### src/sv/multicycle_cpu_datapath_assert.svh
// Assertion macros shared by the datapath RTL.
`ifndef MULTICYCLE_CPU_DATAPATH_ASSERT_SVH
`define MULTICYCLE_CPU_DATAPATH_ASSERT_SVH

// Same-cycle implication, checked on i_clk and disabled in reset.
`define MCD_ASSERT_IMP(label, ante, cons) \
    label: assert property (@(posedge i_clk) disable iff (!i_rst_n) (ante) |-> (cons)) \
        else $error("mcd: same-cycle check failed");

// Next-cycle implication, checked on i_clk and disabled in reset.
`define MCD_ASSERT_NXT(label, ante, cons) \
    label: assert property (@(posedge i_clk) disable iff (!i_rst_n) (ante) |=> (cons)) \
        else $error("mcd: next-cycle check failed");

`endif

### src/sv/mcd_pkg.sv
// Types and constants of the multicycle datapath.
package mcd_pkg;

    localparam int WORD_BITS = 16;
    localparam int REG_COUNT = 16;
    localparam int REG_AW    = $clog2(REG_COUNT);

    // Register written when the destination select picks the fixed link register
    localparam logic [REG_AW-1:0] LINK_REG = REG_AW'(15);

    // Mode codes
    localparam logic [1:0] MODE_RUN   = 2'd0;
    localparam logic [1:0] MODE_CLEAR = 2'd1;
    localparam logic [1:0] MODE_HOLD  = 2'd2;

    // Load enable bit positions
    localparam int EN_INSTR  = 0;
    localparam int EN_A      = 1;
    localparam int EN_B      = 2;
    localparam int EN_PC     = 3;
    localparam int EN_RESULT = 4;
    localparam int EN_MDR    = 5;

    // ALU operation codes
    localparam logic [3:0] ALU_ADD   = 4'd0;
    localparam logic [3:0] ALU_SUB   = 4'd1;
    localparam logic [3:0] ALU_AND   = 4'd2;
    localparam logic [3:0] ALU_OR    = 4'd3;
    localparam logic [3:0] ALU_NOTA  = 4'd4;
    localparam logic [3:0] ALU_SHL   = 4'd5;
    localparam logic [3:0] ALU_SHR   = 4'd6;
    localparam logic [3:0] ALU_IMM8  = 4'd7;
    localparam logic [3:0] ALU_BIMLO = 4'd8;
    localparam logic [3:0] ALU_BIMHI = 4'd9;
    localparam logic [3:0] ALU_PCINC = 4'd10;
    localparam logic [3:0] ALU_PCREL = 4'd11;
    localparam logic [3:0] ALU_JUMP  = 4'd12;
    localparam logic [3:0] ALU_PASSA = 4'd13;

    typedef logic [WORD_BITS-1:0] t_word;

    // One control word plus memory data
    typedef struct packed {
        logic [1:0] mode;
        logic [3:0] alu_op;
        t_word      data_in;
        logic [5:0] enables;
        logic       dest_sel;
        logic       din_sel;
        logic       rf_we;
        logic       addr_sel;
    } t_in_item;

    // Datapath outputs for one control word
    typedef struct packed {
        logic [3:0] opcode;
        t_word      st_data;
        t_word      mem_addr;
        logic       zero_flag;
        logic       neg_flag;
    } t_out_item;

    // Operands handed to the ALU
    typedef struct packed {
        logic [3:0] op;
        t_word      a;
        t_word      b;
        t_word      pc;
        t_word      ir;
    } t_alu_in;

endpackage

### src/sv/mcd_if.sv
// Valid/ready channels carrying control words in and datapath outputs out.
interface mcd_in_if;
    logic              valid;
    logic              ready;
    mcd_pkg::t_in_item payload;

    modport source (output valid, output payload, input ready);
    modport sink   (input valid, input payload, output ready);
endinterface

interface mcd_out_if;
    logic               valid;
    logic               ready;
    mcd_pkg::t_out_item payload;

    modport source (output valid, output payload, input ready);
    modport sink   (input valid, input payload, output ready);
endinterface

### src/sv/mcd_ram.sv
// Generic RAM: one write port, two registered read ports with read enables.
module mcd_ram #(
    parameter int DATA_W = 16,
    parameter int DEPTH  = 16
) (
    input  logic                     i_clk,
    input  logic                     i_we,
    input  logic [$clog2(DEPTH)-1:0] i_waddr,
    input  logic [DATA_W-1:0]        i_wdata,
    input  logic                     i_re_a,
    input  logic [$clog2(DEPTH)-1:0] i_raddr_a,
    output logic [DATA_W-1:0]        o_rdata_a,
    input  logic                     i_re_b,
    input  logic [$clog2(DEPTH)-1:0] i_raddr_b,
    output logic [DATA_W-1:0]        o_rdata_b
);

    logic [DATA_W-1:0] r_mem [DEPTH];
    logic [DATA_W-1:0] r_rdata_a;
    logic [DATA_W-1:0] r_rdata_b;

    // Write port; reads see the old contents on an address collision
    always_ff @(posedge i_clk) begin
        if (i_we) begin
            r_mem[i_waddr] <= i_wdata;
        end
        if (i_re_a) begin
            r_rdata_a <= r_mem[i_raddr_a];
        end
        if (i_re_b) begin
            r_rdata_b <= r_mem[i_raddr_b];
        end
    end

    assign o_rdata_a = r_rdata_a;
    assign o_rdata_b = r_rdata_b;

endmodule

### src/sv/mcd_alu.sv
// Fourteen-operation 16-bit ALU.
module mcd_alu (
    input  mcd_pkg::t_alu_in i_alu,
    output mcd_pkg::t_word   o_res
);

    mcd_pkg::t_word w_disp;

    // Sign-extended branch displacement from instr[11:4]
    assign w_disp = {{8{i_alu.ir[11]}}, i_alu.ir[11:4]};

    always_comb begin
        case (i_alu.op)
            mcd_pkg::ALU_ADD:   o_res = i_alu.a + i_alu.b;
            mcd_pkg::ALU_SUB:   o_res = i_alu.a - i_alu.b;
            mcd_pkg::ALU_AND:   o_res = i_alu.a & i_alu.b;
            mcd_pkg::ALU_OR:    o_res = i_alu.a | i_alu.b;
            mcd_pkg::ALU_NOTA:  o_res = ~i_alu.a;
            mcd_pkg::ALU_SHL:   o_res = i_alu.a << i_alu.b[3:0];
            mcd_pkg::ALU_SHR:   o_res = i_alu.a >> i_alu.b[3:0];
            mcd_pkg::ALU_IMM8:  o_res = {8'h00, i_alu.ir[7:0]};
            mcd_pkg::ALU_BIMLO: o_res = i_alu.b + {12'h000, i_alu.ir[7:4]};
            mcd_pkg::ALU_BIMHI: o_res = i_alu.b + {12'h000, i_alu.ir[11:8]};
            mcd_pkg::ALU_PCINC: o_res = i_alu.pc + 16'd1;
            mcd_pkg::ALU_PCREL: o_res = i_alu.pc + w_disp;
            mcd_pkg::ALU_JUMP:  o_res = {i_alu.pc[15:12], i_alu.ir[11:0]};
            mcd_pkg::ALU_PASSA: o_res = i_alu.a;
            default:            o_res = '0;
        endcase
    end

endmodule

### src/sv/multicycle_cpu_datapath.sv
// Multicycle CPU datapath top level: input register, datapath state, output register.
// An accepted control word passes through the input register, then the state/out register, which raises output valid.
// Throughput: one control word per cycle while outputs are taken; a stalled output
// backs up into the input register, then input ready drops.
// Register file reads are registered RAM reads, resolved in the following control word.
// Reset (sync, active low) zeroes the datapath state, register valid bits and outputs, with zero_flag set to 1.
`include "multicycle_cpu_datapath_assert.svh"

module multicycle_cpu_datapath (
    input logic      i_clk,
    input logic      i_rst_n,
    mcd_in_if.sink   i_ctrl,
    mcd_out_if.source o_res
);

    localparam int AW = mcd_pkg::REG_AW;

    // Input register
    logic              r_in_valid;
    mcd_pkg::t_in_item r_in;

    // Architectural state
    mcd_pkg::t_word r_pc, r_instr, r_opa, r_opb, r_result, r_mdr;
    mcd_pkg::t_word n_pc, n_instr, n_opa, n_opb, n_result, n_mdr;

    // Register file bookkeeping: valid bits and read bypass
    logic [mcd_pkg::REG_COUNT-1:0] r_reg_vld;
    logic                          r_pend_a, r_pend_b;
    logic                          r_byp_a, r_byp_b;
    mcd_pkg::t_word                r_byp_data_a, r_byp_data_b;

    // Output register
    logic               r_out_valid;
    mcd_pkg::t_out_item r_out;
    mcd_pkg::t_out_item n_out;

    logic           w_adv, w_run, w_clr, w_hold, w_ld_ir;
    logic [5:0]     w_en;
    mcd_pkg::t_word w_ram_q_a, w_ram_q_b;
    mcd_pkg::t_word w_ram_a, w_ram_b, w_a_cur, w_b_cur, w_a_use, w_b_use;
    mcd_pkg::t_word w_res_use, w_mdr_use, w_wdata, w_alu_res;
    logic [AW-1:0]  w_waddr, w_raddr_a, w_raddr_b;
    logic           w_we, w_re_a, w_re_b;
    mcd_pkg::t_alu_in w_alu_in;

    // Handshake: process the held item when the output slot is free
    assign w_adv          = r_in_valid && (!r_out_valid || o_res.ready);
    assign i_ctrl.ready   = !r_in_valid || w_adv;
    assign o_res.valid    = r_out_valid;
    assign o_res.payload  = r_out;

    // Mode decode; unused code 3 behaves as hold
    assign w_run   = (r_in.mode == mcd_pkg::MODE_RUN);
    assign w_clr   = (r_in.mode == mcd_pkg::MODE_CLEAR);
    assign w_hold  = !w_run && !w_clr;
    assign w_en    = r_in.enables;
    assign w_ld_ir = w_en[mcd_pkg::EN_INSTR];

    // Operand values left by the previous word, RAM reads resolved here
    assign w_ram_a = r_byp_a ? r_byp_data_a : w_ram_q_a;
    assign w_ram_b = r_byp_b ? r_byp_data_b : w_ram_q_b;
    assign w_a_cur = r_pend_a ? w_ram_a : r_opa;
    assign w_b_cur = r_pend_b ? w_ram_b : r_opb;

    // Instruction load clears A, B, result and MDR first
    assign n_instr   = w_ld_ir ? r_in.data_in : r_instr;
    assign w_a_use   = w_ld_ir ? '0 : w_a_cur;
    assign w_b_use   = w_ld_ir ? '0 : w_b_cur;
    assign w_res_use = w_ld_ir ? '0 : r_result;
    assign w_mdr_use = w_ld_ir ? '0 : r_mdr;

    // Register file write, then operand read addresses
    assign w_wdata   = r_in.din_sel ? w_mdr_use : w_res_use;
    assign w_waddr   = r_in.dest_sel ? mcd_pkg::LINK_REG : n_instr[11:8];
    assign w_we      = w_adv && w_run && r_in.rf_we;
    assign w_raddr_a = n_instr[7:4];
    assign w_raddr_b = n_instr[3:0];
    assign w_re_a    = w_adv && w_run && w_en[mcd_pkg::EN_A];
    assign w_re_b    = w_adv && w_run && w_en[mcd_pkg::EN_B];

    mcd_ram #(
        .DATA_W (mcd_pkg::WORD_BITS),
        .DEPTH  (mcd_pkg::REG_COUNT)
    ) u_regfile (
        .i_clk     (i_clk),
        .i_we      (w_we),
        .i_waddr   (w_waddr),
        .i_wdata   (w_wdata),
        .i_re_a    (w_re_a),
        .i_raddr_a (w_raddr_a),
        .o_rdata_a (w_ram_q_a),
        .i_re_b    (w_re_b),
        .i_raddr_b (w_raddr_b),
        .o_rdata_b (w_ram_q_b)
    );

    // ALU on the operands from before this word's read
    assign w_alu_in.op = r_in.alu_op;
    assign w_alu_in.a  = w_a_use;
    assign w_alu_in.b  = w_b_use;
    assign w_alu_in.pc = r_pc;
    assign w_alu_in.ir = n_instr;

    mcd_alu u_alu (
        .i_alu (w_alu_in),
        .o_res (w_alu_res)
    );

    // Next state and outputs for a run word
    always_comb begin
        n_result = w_en[mcd_pkg::EN_RESULT] ? w_alu_res : '0;
        n_pc     = w_en[mcd_pkg::EN_PC] ? w_alu_res : r_pc;
        n_mdr    = w_en[mcd_pkg::EN_MDR] ? r_in.data_in : w_mdr_use;
        n_opa    = w_a_use;
        n_opb    = w_b_use;
        n_out.opcode    = w_ld_ir ? r_in.data_in[15:12] : r_out.opcode;
        n_out.st_data   = w_a_use;
        n_out.mem_addr  = r_in.addr_sel ? r_result : n_pc;
        n_out.zero_flag = (w_b_use == '0);
        n_out.neg_flag  = w_b_use[mcd_pkg::WORD_BITS-1];
    end

    // Input register
    always_ff @(posedge i_clk) begin
        if (!i_rst_n) begin
            r_in_valid <= 1'b0;
        end else if (i_ctrl.valid && i_ctrl.ready) begin
            r_in_valid <= 1'b1;
        end else if (w_adv) begin
            r_in_valid <= 1'b0;
        end
        if (i_ctrl.valid && i_ctrl.ready) begin
            r_in <= i_ctrl.payload;
        end
    end

    // Output valid
    always_ff @(posedge i_clk) begin
        if (!i_rst_n) begin
            r_out_valid <= 1'b0;
        end else if (w_adv) begin
            r_out_valid <= 1'b1;
        end else if (o_res.ready) begin
            r_out_valid <= 1'b0;
        end
    end

    // Datapath state, register file valid bits and held outputs
    always_ff @(posedge i_clk) begin
        if (!i_rst_n || (w_adv && w_clr)) begin
            r_pc      <= '0;
            r_instr   <= '0;
            r_opa     <= '0;
            r_opb     <= '0;
            r_result  <= '0;
            r_mdr     <= '0;
            r_reg_vld <= '0;
            r_pend_a  <= 1'b0;
            r_pend_b  <= 1'b0;
            r_out     <= '{opcode: '0, st_data: '0, mem_addr: '0,
                           zero_flag: 1'b1, neg_flag: 1'b0};
        end else if (w_adv && w_run) begin
            r_pc     <= n_pc;
            r_instr  <= n_instr;
            r_opa    <= n_opa;
            r_opb    <= n_opb;
            r_result <= n_result;
            r_mdr    <= n_mdr;
            r_pend_a <= w_en[mcd_pkg::EN_A];
            r_pend_b <= w_en[mcd_pkg::EN_B];
            r_out    <= n_out;
            if (w_we) begin
                r_reg_vld[w_waddr] <= 1'b1;
            end
        end
    end

    // Bypass for reads of a never-written entry or of the entry written this cycle
    always_ff @(posedge i_clk) begin
        if (w_re_a) begin
            r_byp_a      <= (w_we && (w_waddr == w_raddr_a)) || !r_reg_vld[w_raddr_a];
            r_byp_data_a <= (w_we && (w_waddr == w_raddr_a)) ? w_wdata : '0;
        end
        if (w_re_b) begin
            r_byp_b      <= (w_we && (w_waddr == w_raddr_b)) || !r_reg_vld[w_raddr_b];
            r_byp_data_b <= (w_we && (w_waddr == w_raddr_b)) ? w_wdata : '0;
        end
    end

    // Checks
    `MCD_ASSERT_NXT(a_adv_fills_out, w_adv, o_res.valid)
    `MCD_ASSERT_NXT(a_clear_state, w_adv && w_clr, o_res.payload.zero_flag && (r_reg_vld == '0))
    `MCD_ASSERT_NXT(a_hold_state, w_adv && w_hold, $stable(r_pc) && $stable(r_reg_vld))
    `MCD_ASSERT_IMP(a_ready_when_free, !r_out_valid, i_ctrl.ready)

endmodule

### src/flat_wrapper.sv
// flat-port wrapper written by rule: the top's interface ports become plain ports
module multicycle_cpu_datapath_flat 
  (i_clk, i_rst_n, i_ctrl_valid, i_ctrl_payload, i_ctrl_ready, o_res_valid, o_res_payload, o_res_ready);
  mcd_in_if i_ctrl_i ();
  mcd_out_if o_res_i ();
  input logic i_clk;
  input logic i_rst_n;
  input wire logic [$bits(i_ctrl_i.valid)-1:0] i_ctrl_valid;
  input wire logic [$bits(i_ctrl_i.payload)-1:0] i_ctrl_payload;
  output wire logic [$bits(i_ctrl_i.ready)-1:0] i_ctrl_ready;
  output wire logic [$bits(o_res_i.valid)-1:0] o_res_valid;
  output wire logic [$bits(o_res_i.payload)-1:0] o_res_payload;
  input wire logic [$bits(o_res_i.ready)-1:0] o_res_ready;
  assign i_ctrl_i.valid = i_ctrl_valid;
  assign i_ctrl_i.payload = i_ctrl_payload;
  assign i_ctrl_ready = i_ctrl_i.ready;
  assign o_res_valid = o_res_i.valid;
  assign o_res_payload = o_res_i.payload;
  assign o_res_i.ready = o_res_ready;
  multicycle_cpu_datapath u_core (.i_clk(i_clk), .i_rst_n(i_rst_n), .i_ctrl(i_ctrl_i), .o_res(o_res_i));
endmodule
### config.mk
export PLATFORM = sky130hd
export DESIGN_NAME = multicycle_cpu_datapath_flat
export DESIGN_NICKNAME = d
export VERILOG_FILES = /design/src/sv/mcd_pkg.sv /design/src/sv/mcd_if.sv /design/src/sv/mcd_ram.sv /design/src/sv/mcd_alu.sv /design/src/sv/multicycle_cpu_datapath.sv /design/src/flat_wrapper.sv
export VERILOG_INCLUDE_DIRS = /design/src /design/src/sv
export SDC_FILE = /design/constraint.sdc
export NUM_CORES = 1
export LEC_CHECK = 0
export ABC_AREA = 1
export ABC_CLOCK_PERIOD_IN_PS = 3750
export BUFFER_PORTS_ARGS = -buffer_cell sky130_fd_sc_hd__buf_2
export CORE_UTILIZATION = 35
export DETAILED_ROUTE_END_ITERATION = 10
export GPL_TIMING_DRIVEN = 0
export SLEW_MARGIN = 20
export SYNTH_ARGS = -nofsm -noshare
export SYNTH_HDL_FRONTEND = slang
export SYNTH_SLANG_ARGS = --single-unit
### constraint.sdc
create_clock -name i_clk -period 3.75 [get_ports i_clk]
set_input_delay 0.1875 -clock i_clk [delete_from_list [all_inputs] [get_ports i_clk]]
set_output_delay 0.1875 -clock i_clk [all_outputs]
set_load 0.005 [all_outputs]
==> impl_metrics.ini, run 1 <==
[outcome]
failed_checks = setup timing
outcome = finished, violations left

[synthesis]
yosys-top-cells-area = edfxtp_1, dfxtp_1, o21ai_0
ys.flop_type = edfxtp_1
avgSynthCellArea_sq_um = 8.15
ys_ff_latch = 487
async_flop_share_pct = 0
synth.distinct_cells = 51
synth_top_area_share_pct = 39.0
synthCells = 3343
synth_common_cells = nand2_1, o21ai_0, nor2_1
yosysSeqAreaShare_pct = 48.8
synth_edf_count = 354
syn-num-nets = 3460
yosys.area.top_type = edfxtp_1
ys_warn_count = 0
netlist_area_sq_um = 27300
yosysMostFrequentCell = nand2_1

[critical_path]
endpoint_kind = flop
required_ns = 4.09
cp_max_fo = 10
cp.arrival_ns = 4.14
cpMaxStageDelayCell = clkbuf_1
critPathKind = reg -> reg
critPathMaxStageDelay_ns = 0.69
crit_chain = buf_6 > inv_4 > buf_6 > nand2_1 > nand2_1 > clkbuf_2 > clkbuf_1 > nor2_1 > o21ai_0 > o22ai_1 > o21ai_0
critPathLaunchType = flop

[timing]
min_period_over_period_pct = 101
rsz0062_at_grt = true
max_slew.worst_pin.slew_ns = 1.23
period_minus_slack_ns = 3.80
slew_headroom_pct = 17.9
hold_violations = 0
slew_viol_final = 0
setup_viol = 1
clock_skew_ns = 0.0521
finalHoldWorstSlack_ns = 0.269
worst_slack_ns = -0.0491
max_freq_ghz = 0.263

[cts]
cts-root-buf = clkbuf_16
cts_sinks = 487
numCtsBuffers = 54
clk_pin_slew_worst_paths_ns = 0.07
clock_latency_ns = 0.67
cts_tree = done
clock_path_buffers = 3
htree_levels = 2

[global_routing]
grt_max_degree = 34
track_usage_pct = 30.9
grt_pass1_wl_mm = 176
grt_pass1_vias = 25700
globalRouteOverflowTotal = 0
antenna_found_initial = 6

[layout]
area_growth_pct = 20.6
finalNonFillerCells = 4650
n_antenna_cell = 0
drive_above_1_share_pct = 13.7
largest_register_ffs = 256
nets = 3692
regMostFlops = u_core.u_regfile.r_mem

[drt]
wl_per_cell_um = 26.7
drt-initial-drc-count = 4263
vias_per_cell = 5.91
dr_total_vias = 27500
drt_wl_total_mm = 124
ant_nets = 0
dr.pass1.iters = 6
drc = 0

[place]
dp_cells = 4481
hpwl_mm = 88.6
gp_congestion = 1.03
numPortBuffers = 75

[die]
start_util_pct = 35.6
die_area_sq_um = 79000
coreArea_sq_um = 76500
fp.dieH_um = 281
die_w_um = 281
fp-row-count = 101
ioPinCount = 76

[pwr]
ir_drop_mv = 0.410
switching_power_mw = 3.99
power_frac_seq_pct = 43.1
powerDensity_nw_per_um2 = 414
p_int_mw = 9.61
p_sw_share_pct = 29.3
power_frac_comb_pct = 15.5
p_leak_nw = 12.8
p_clk_share_pct = 41.4

[job]
drv_cap = 0

[min_path]
min_path_type = in -> reg
cells by family after synthesis:
logic type                 after synthesis  synth area share, %
DFF                                    487                 48.8
adders and majority gates               81                 3.80
and+or+nand+nor                       1326                 20.7
AOI/OAI and AO/OA                      964                 19.5
xor gates and xnor gates                11                0.353
buffers and inverters                  474                 6.90
cells in the final DEF, fill, tap and decap left out, types with 14 or more instances in the layout:
cell type,synthesis,final
a21oi_1,291,286
a31oi_1,14,14
buf_1,17,15
buf_2,35,100
buf_4,9,45
buf_6,3,21
clkbuf_1,144,141
clkbuf_16,0,55
dfxtp_1,133,131
dlygate4sd3_1,0,36
edfxtp_1,354,354
ha_1,78,72
inv_1,250,242
inv_2,11,15
nand2_1,546,523
nand2_2,0,22
nand3_1,305,278
nand3_2,5,26
nand4_1,21,21
nor2_1,381,349
nor2_2,10,20
nor2_4,2,24
o211ai_1,46,46
o21a_1,18,16
o21ai_0,498,469
o21ai_2,5,24
o221ai_1,45,45
o22ai_1,20,20
or2_2,30,30
per-stage QoR:
step | TNS (ns) | instance area (sq um) | utilization (%) | power [mW] | setup slack, ns
6_report | -0.0491 | 32900 | 43.0 | 13.6 | -0.0491
5_1_grt | -0.472 | 32900 | 43.0 | 13.9 | -0.0944
4_1_cts | -0.263 | 32300 | 42.2 | 13.4 | -0.0718
3_5_place_dp | -49.90 | 29700 | 38.9 | 7.81 | -1.45
3_3_place_gp | -356.26 | 28900 | 37.8 | 7.79 | -1.44
2_1_floorplan | 0 | 27300 | - | 6.98 | 0.383
cell type report:
type / instances / area [sq um]
Timing Repair Buffer: 179 / 1620
Buffer: 205 / 1020
Fill cell: 7646 / 43600
Clock inverter: 33 / 432
Clock buffer: 68 / 1410
Multi-Input combinational cell: 2382 / 12800
Sequential cell: 487 / 13300
Inverter: 266 / 1020
Tap cell: 1030 / 1290
power by group through the flow:
stage	Clock, mW	Combinational (mW)	Sequential [mW]
2_1_floorplan	0	1.04	5.94
4_1_cts	5.64	1.93	5.86
6_report	5.63	2.11	5.86
3_5_place_dp	0	1.83	5.97
5_1_grt	5.82	2.18	5.86
3_3_place_gp	0	1.81	5.97
worst max-delay path: cells and delay by family, from the launching register on:
family | cells | cell delay [ns]
AOI/OAI and AO/OA | 3 | 1.03
and+or+nand+nor | 3 | 0.50
DFF | 1 | 0.39
buffers and inverters | 5 | 1.58
metal layers:
layer / global-route usage (%) / part of all wire (%) / vias up
met3: 8.42 / 13 / 533
met5: 0 / 0.046 / -
met2: 46.4 / 43 / 1928
met1: 39.1 / 38 / 12900
li1: - / - / 12100
met4: 19.4 / 7.2 / 8
timing repair:
action,in CTS,in global routing
endpoints found under the setup margin,45,47
gates resized for setup,88,129
endpoints found under the hold margin,34,0
buffers inserted,12,23
hold buffers,36,0
pin swaps,10,31
worst paths after layout:
path | slack (ns) | start | end | cells past startpoint
max | -0.05 | u_core.w_en[0] | u_core.u_regfile.o_rdata_b[15] | 11
min | 0.27 | i_ctrl_payload[4] | u_core.w_en[0] | 2
max reg2reg | -0.05 | u_core.w_en[0] | u_core.u_regfile.o_rdata_b[15] | 11
min reg2reg | 0.46 | u_core.o_res.payload[8] | u_core.o_res.payload[8] | 2
Power figures use the tool's default switching activity.
==> inputs of run 2 (changes only) <==
--- a/config.mk
+++ b/config.mk
@@ -12,6 +12,7 @@
 export CORE_UTILIZATION = 35
 export DETAILED_ROUTE_END_ITERATION = 10
 export GPL_TIMING_DRIVEN = 0
+export SETUP_SLACK_MARGIN = 0.1
 export SLEW_MARGIN = 20
 export SYNTH_ARGS = -nofsm -noshare
 export SYNTH_HDL_FRONTEND = slang
==> run 2 against run 1 <==
  * Largest cell class unchanged
  * Clock skew decreased by 0.0031 ns
  * The run now ends clean
  * Worst setup slack improved by 0.095 ns
  * Via count increased by 0.88%
  * Critical path type unchanged
==> impl_metrics.ini, run 2 (synthesized netlist as in run 1, its figures left out) <==
[outcome]
outcome = completed

[timing]
rsz0062_at_grt = true
period_minus_slack_ns = 3.70
worst_slack_ns = 0.0457
slew_headroom_pct = 17.7
min_period_over_period_pct = 98.8
setup_viol = 0
max_slew.worst_pin.slew_ns = 1.23
clock_skew_ns = 0.0490
max_freq_ghz = 0.270
slew_viol_final = 0
hold_violations = 0

[layout]
nFillCells = 7581
stdcell_area_sq_um = 33400
largest_register_ffs = 256
final_common_cell = nand2_1
finalCoreUtilization_pct = 43.7
nets = 3711
seq_area_sq_um = 13300
regMostFlops = u_core.u_regfile.r_mem
finalNonFillerCells = 4670
layout_common_cells = nand2_1, o21ai_0, edfxtp_1, nor2_1, a21oi_1
drive_above_1_share_pct = 15.6
area_growth_pct = 22.6
multiInputGateArea_sq_um = 13100

[critical_path]
cp.arrival_ns = 4.20
required_ns = 4.25
cp_max_fo = 8
critPathLaunchType = flop
critPathKind = reg -> reg
endpoint_kind = flop

[drt]
drc = 0
vias_per_cell = 5.94
dr_total_vias = 27700
drt_wl_total_mm = 125
ant_nets = 0
drt-initial-drc-count = 4069
dr.pass1.iters = 6
wl_per_cell_um = 26.7

[place]
place_ws_ns = -1.45
numPortBuffers = 75
placement.cell_area_sq_um = 29700
gp_congestion = 1.03
dp_cells = 4481
hpwl_mm = 88.6

[pwr]
p_int_mw = 9.65
p_clk_share_pct = 41.2
switching_power_mw = 4.01
power_frac_comb_pct = 15.9
powerDensity_nw_per_um2 = 409
p_leak_nw = 13.0
p_total_mw = 13.7
ir_drop_mv = 0.410
p_sw_share_pct = 29.3
power_frac_seq_pct = 42.9

[min_path]
min_path_type = in -> reg

[die]
start_util_pct = 35.6
die_area_sq_um = 79000
die_w_um = 281
ioPinCount = 76
fp-row-count = 101
fp.dieH_um = 281
coreArea_sq_um = 76500

[cts]
htree_levels = 2
clock_path_buffers = 3
cts_sinks = 487
cts-root-buf = clkbuf_16
numCtsBuffers = 54
clock_latency_ns = 0.66
clk_pin_slew_worst_paths_ns = 0.07
cts_tree = done

[global_routing]
use_met3_pct = 8.80
grt-busiest-layer = met2
grt_pass1_vias = 25900
grt_max_degree = 34
use_met1_pct = 38.9
grt.met2_usage_pct = 46.4
track_usage_pct = 30.9
antenna_found_initial = 8
grt_pass1_wl_mm = 176
globalRouteOverflowTotal = 0

[job]
drv_cap = 0
-- run 2: cell types whose count changed in the layout (fill, tap and decap cells not counted), moves of 8 or more --
cell,before,now
buf_4,45,57
nand2_1,523,513
nand2_2,22,31
nand3_1,278,262
nand3_4,6,16
nor2_1,349,341
-- run 2: timing repair --
action / 4_1_cts / 5_1_grt
pin swaps: 19 / 57
setup endpoints to repair: 50 / 85
hold buffers: 36 / 0
hold endpoints to repair: 34 / 0
buffers inserted: 25 / 28
resized for setup: 130 / 197
-- run 2: worst paths after layout --
| path | start | end | slack [ns] | depth (start not counted) |
|---|---|---|---|---|
| worst max-delay path | u_core.r_byp_a | u_core.o_res.payload[4] | 0.05 | 21 |
| worst min register to register | u_core.o_res.payload[7] | u_core.o_res.payload[7] | 0.46 | 2 |
| worst min-delay path | i_ctrl_payload[4] | u_core.w_en[0] | 0.27 | 2 |
| worst max register to register | u_core.r_byp_a | u_core.o_res.payload[4] | 0.05 | 21 |
-- run 2: per-stage QoR --
step / TNS, ns / hold slack (ns)
2_1_floorplan: 0 / 0.286
3_3_place_gp: -356.26 / 0.365
3_5_place_dp: -49.90 / 0.366
4_1_cts: 0 / 0.242
5_1_grt: -0.0253 / 0.266
6_report: 0 / 0.268
-- run 2: worst max-delay path, cell delays in order, from the launching register on --
cell and delay, ns:
edfxtp_1 0.39, buf_6 0.17, inv_8 0.06, buf_8 0.12
nand2_4 0.06, nand3_4 0.08, o21ai_4 0.09, nor2_4 0.15
buf_12 0.12, inv_2 0.07, ha_4 0.17, fa_2 0.43
or2_4 0.27, nand3_4 0.11, o211ai_1 0.15, nor3_4 0.29
o21ai_1 0.11, nand3b_1 0.29, nand2_2 0.15, nand3_2 0.12
nand2_1 0.11, a21oi_1 0.06
-- run 2: power by group through the flow --
stage               registers [mW]  clock network, mW  logic (mW)
finish                        5.86               5.63        2.17
global route                  5.86               5.82        2.25
CTS                           5.86               5.64        1.95
detailed placement            5.97                  0        1.83
global placement              5.97                  0        1.81
floorplan                     5.94                  0        1.04
-- run 2: routing by layer --
layer	wire length [um]	part of all wire (%)
met1	46700	37
met2	53500	43
met3	15500	12
met4	8990	7.2
met5	105	0.084
-- run 2: area by class of cell --
type | count | share of cell area (%)
well taps | 1030 | 3.86
diodes | 1 | 0.00749
repair buffers | 196 | 5.26
plain buffers | 207 | 3.35
clock inverters | 33 | 1.29
inverters | 266 | 3.07
flip-flops and latches | 487 | 39.8
clock buffers | 68 | 4.23
multi-input cells | 2382 | 39.2
